==> src/rtl/bfr_pkg.sv <==
package bfr_pkg;

  localparam int DEPTH_DEF     = 4096;
  localparam int MAX_BURST_DEF = 64;
  localparam int CAP_RESET     = 4096;

  localparam logic [2:0] REQ_WRITE = 3'd0;
  localparam logic [2:0] REQ_READ  = 3'd1;
  localparam logic [2:0] REQ_PEEK  = 3'd2;
  localparam logic [2:0] REQ_SKIP  = 3'd3;
  localparam logic [2:0] REQ_CLEAR = 3'd4;

  localparam logic [1:0] STAT_OK      = 2'd0;
  localparam logic [1:0] STAT_NOSPACE = 2'd1;
  localparam logic [1:0] STAT_BADLEN  = 2'd2;

  // Commands from the controller to the datapath.
  typedef struct packed {
    logic accept;
    logic step;
    logic cfg_we;
  } bfr_cmd_t;

  // Status from the datapath to the controller.
  typedef struct packed {
    logic stream_go;
    logic stream_last;
  } bfr_stat_t;

endpackage

==> src/rtl/bfr_ctrl.sv <==
module bfr_ctrl (
  input  logic              clk,
  input  logic              rst,
  input  logic              start,
  input  logic              cfg_valid,
  input  bfr_pkg::bfr_stat_t stat,
  output bfr_pkg::bfr_cmd_t  cmd,
  output logic              busy,
  output logic              cfg_ready
);
  import bfr_pkg::*;

  typedef enum logic [1:0] {
    ST_IDLE   = 2'b01,
    ST_STREAM = 2'b10
  } state_t;

  state_t state, state_next;

  // A request and a capacity write never share an edge; the request wins.
  always_comb begin
    cmd.accept = start && (state == ST_IDLE);
    cmd.step   = (state == ST_STREAM);
    cfg_ready  = (state == ST_IDLE) && !start;
    cmd.cfg_we = cfg_valid && cfg_ready;
    busy       = (state == ST_STREAM);
  end

  always_comb begin
    state_next = state;
    case (state)
      ST_IDLE: begin
        if (cmd.accept && stat.stream_go) state_next = ST_STREAM;
      end
      ST_STREAM: begin
        if (stat.stream_last) state_next = ST_IDLE;
      end
      default: state_next = ST_IDLE;
    endcase
  end

  always_ff @(posedge clk) begin
    if (rst) begin
      state <= ST_IDLE;
    end else begin
      state <= state_next;
    end
  end

endmodule

==> config.mk <==
export PLATFORM = sky130hd
export DESIGN_NAME = bfr_ctrl
export DESIGN_NICKNAME = d
export VERILOG_FILES = /design/src/rtl/bfr_pkg.sv /design/src/rtl/bfr_ctrl.sv
export SDC_FILE = /design/constraint.sdc
export NUM_CORES = 1
export LEC_CHECK = 0
export BUFFER_PORTS_ARGS = -buffer_cell sky130_fd_sc_hd__buf_2
export CAP_MARGIN = 30
export CORE_AREA = 2 2 39 41
export CTS_CLUSTER_SIZE = 12
export DETAILED_ROUTE_END_ITERATION = 10
export DIE_AREA = 0 0 41 43
export SLEW_MARGIN = 20
export SYNTH_ARGS = -nofsm -noshare
export SYNTH_HDL_FRONTEND = slang
export SYNTH_SLANG_ARGS = --single-unit
==> constraint.sdc <==
create_clock -name clk -period 1.1 [get_ports clk]
set_input_delay 0 -clock clk [delete_from_list [all_inputs] [get_ports clk]]
set_output_delay 0 -clock clk [all_outputs]
set_load 0.005 [all_outputs]
After elaboration in Yosys (flattened, before gate mapping):

Cells that the tools add are included.

* bits in registers: 2
* word-level logic and storage cells: 14
* input port bits: 6
* output and inout port bits: 5

* equality and inequality tests: 4
* reduce and logical (&&, ||, !) cells: 6
* muxes and demuxes: 3

Operator list (count)
* 1-bit logical AND: 4
* 2-bit two-way mux: 2
* 2-bit one-hot mux with 2 select lines: 1
* 2-bit by 1-bit == test with 1-bit output, second input constant: 1
* 2-bit == test, second input constant: 1
* 2-bit by 1-bit inequality test with 1-bit output, second input constant: 1
* 2-bit inequality test, second input constant: 1
* 2-bit AND reduction: 1
* 1-bit zero test: 1

Longest topological paths before layout:

* depth after elaboration: 5
* mapped depth: 2
* depth with buffers taken out: 2

Worst setup path before layout:

No wires, ideal clock.

* path kind: register -> register
* start point: reg state[0]
* end point: reg state[0]
* period minus slack after synthesis: 0.953 ns
* setup slack: 0.147 ns
* arrival: 0.839 ns
* library setup time: 0.114 ns
* cell stages (with the launch flop): 3
* buffers on the path: 0
* required time: 0.986 ns
* cells stage by stage: dfxtp_1 or3b_1 a21o_1

* cells in the longest elaborated chain, start to end: 5
* elaborated cells on any way between the ends: 8
* classes of those cells: eq/ne: 4; mux: 1; reduce/logical: 3

RTL lines
* start, declared: RTL line bfr_ctrl.sv:18 `state_t state, state_next;`
* start signal, assigned: RTL line bfr_ctrl.sv:46 `state <= state_next;`
* 2-bit by 1-bit == test with 1-bit output: RTL line bfr_ctrl.sv:22, bfr_ctrl.sv:31
* 1-bit logical AND: RTL line bfr_ctrl.sv:22 `cmd.accept = start && (state == ST_IDLE);`
* 1-bit logical AND: RTL line bfr_ctrl.sv:33 `if (cmd.accept && stat.stream_go) state_next = ST_STREAM;`
* 2-bit by 1-bit inequality test with 1-bit output (no line)
* 2-bit AND reduction (no line)

Parallel ways exist; a longest one is shown, timed or not.
A chain may end at the register's enable or synchronous reset.

Final worst setup path:

* start point: reg state[1]
* end point: reg state[0]

Same word-level chain as after synthesis.

==> impl_metrics.py <==
metrics = {
    "floorplanning": {
        "die-area_um2": 1760,
        "die_w_um": 41,
        "initial_utilization": 0.0778,
        "ios": 11,
        "core_um2": 1380,
        "placementRows": 14,
        "fp.dieH_um": 43,
    },
    "placement": {
        "gp_congestion": 0.428,
        "place_inst": 36,
        "place_area_um2": 170,
        "portBuffers": 10,
    },
    "route": {
        "via_count": 130,
        "antenna_left": 0,
        "firstDrtPassIters": 2,
        "via_per_inst": 3.25,
        "drtIter0Drc": 1,
        "drt-total-wl_um": 274,
        "wl_per_cell_um": 6.85,
        "drc": 0,
    },
    "timing": {
        "finalSetupViolations": 0,
        "max_freq_ghz": 0.995,
        "slew_violations": 0,
        "period_needed_ns": 1.00,
        "setup_tns_ns": 0,
        "hold_viol": 0,
        "clock_skew_ns": 0.00260,
        "min_period_over_period": 0.913,
        "slew_headroom": 0.909,
        "worst_pin_slew_ns": 0.136,
        "rsz0062_at_grt": "no",
    },
    "final_layout": {
        "regMostFlops": "state",
        "area_growth_pct": 94.2,
        "diodes": 0,
        "largest_register_ffs": 2,
        "finish.utilization": 0.151,
        "fin_cells": 40,
        "final_nets": 32,
        "top_regs": "state (2)",
        "final_area_um2": 209,
        "final_layout_size_suffix_gt1_frac": 0.667,
    },
    "grt": {
        "grt_pass1_vias": 127,
        "grt_pass1_wl_um": 448,
        "grt_antenna_before_repair": 0,
        "grt_usage": 0.0471,
        "grt_max_degree": 6,
        "overflow": 0,
    },
    "synthesis": {
        "synth_cell_types": 10,
        "syn_area_um2": 108,
        "yosys_warnings": 0,
        "synthCells": 11,
        "syn_nets": 17,
        "seq_area_frac_synth": 0.372,
        "syn_avg_cell_area_um2": 9.78,
        "ys_ff_latch": 2,
    },
    "pwr": {
        "p_total_mw": 0.274,
        "p_leak_nw": 0.0984,
        "power.density_nw_per_um2": 1310,
        "peakVddDrop_mv": 0.218,
    },
    "min_path": {
        "hold_class": "in2reg",
    },
    "critical_path": {
        "cp_max_fo": 5,
        "endpoint_kind": "register",
        "start_kind": "register",
        "rrSetupSlack_ns": 0.1,
        "worstSetupPathType": "reg2reg",
        "worstPathRequired_ns": 1.21,
        "arrival_ns": 1.12,
    },
    "cts": {
        "root_buffer": "clkbuf_4",
        "cts.clk_slew.worst_paths_ns": 0.03,
        "cts_made_buffers": 3,
        "clkLatencyLatePin_ns": 0.22,
        "cts_max_level": 1,
        "cts_tree": "yes",
        "clockBufferDepth": 2,
        "clock-sinks": 2,
    },
    "status": {
        "outcome": "complete, no violations",
    },
    "job": {
        "maxCapViolCount": 0,
    },
}
synthesized netlist by cell type:
cell type | count | area share
or3b_1 | 1 | 0.081
nor2b_1 | 1 | 0.058
nand4b_1 | 1 | 0.081
a21oi_1 | 1 | 0.046
nor3b_1 | 1 | 0.070
a21o_1 | 1 | 0.070
and2_1 | 1 | 0.058
buf_4 | 1 | 0.070
dfxtp_1 | 2 | 0.37
and3b_2 | 1 | 0.093
final cells by class:
type	instances	area [um^2]
fill	162	1170
timing repair buffer	11	60.1
multi-input combinational	8	65.1
sequential	2	41.3
clock buffer	3	22.5
tap	16	20.0
path summary, 6_finish.rpt:
path	start	to	cells after the start
setup / recovery	state[1]	state[0]	2
hold / removal	stat[0]	state[1]	3
setup reg to reg	state[1]	state[0]	2
hold reg to reg	state[0]	state[1]	2
cells by family (layout without fill, tap and decap cells):
group / Yosys count / count (layout) / share of synthesized area
simple gates: 6 / 6 / 0.442
compound gates: 2 / 2 / 0.116
flops: 2 / 2 / 0.372
buf+inv: 1 / 14 / 0.0698
critical path: stages, from the launching register on:
cell and delay (ns):
dfxtp_1 0.36, or3b_1 0.38, a21o_1 0.16
placed cells by master, fill, tap and decap left out, drive strengths merged:
cell type    synthesis  layout
and2                 1       1
clkbuf               0       3
or3b                 1       1
and3b                1       1
a21o                 1       1
buf                  1      10
nor2b                1       1
dfxtp                2       2
dlygate4sd3          0       1
a21oi                1       1
nand4b               1       1
nor3b                1       1
power by group:
group / leakage (nW) / internal, mW / switching [mW]
logic: 0.0686 / 0.0232 / 0.0120
clock network: 0.0138 / 0.120 / 0.0384
registers: 0.0160 / 0.0768 / 0.00315
per-stage QoR:
step           hold WS (ns)  setup slack, ns
2_1_floorplan        0.0377            0.147
3_3_place_gp          0.175           0.0996
3_5_place_dp          0.195            0.106
4_1_cts              0.0665          0.00688
5_1_grt               0.110           0.0232
6_report             0.0734           0.0952
timing repair:
action	4_1_cts	5_1_grt
endpoints found under the setup margin	0	1
resized for setup	0	2
hold buffers	1	0
hold endpoints to repair	2	0
setup buffers	0	0
routing by layer:
layer / track usage / wire [um] / share of wire / vias to the layer above
met3: 0.0628 / 57 / 0.21 / 0
met5: 0 / 0 / 0 / -
li1: - / - / - / 66
met4: 0.0400 / 0 / 0 / 0
met1: 0.0351 / 119 / 0.43 / 53
met2: 0.0563 / 97 / 0.35 / 11
Power figures use the tool's default switching activity.
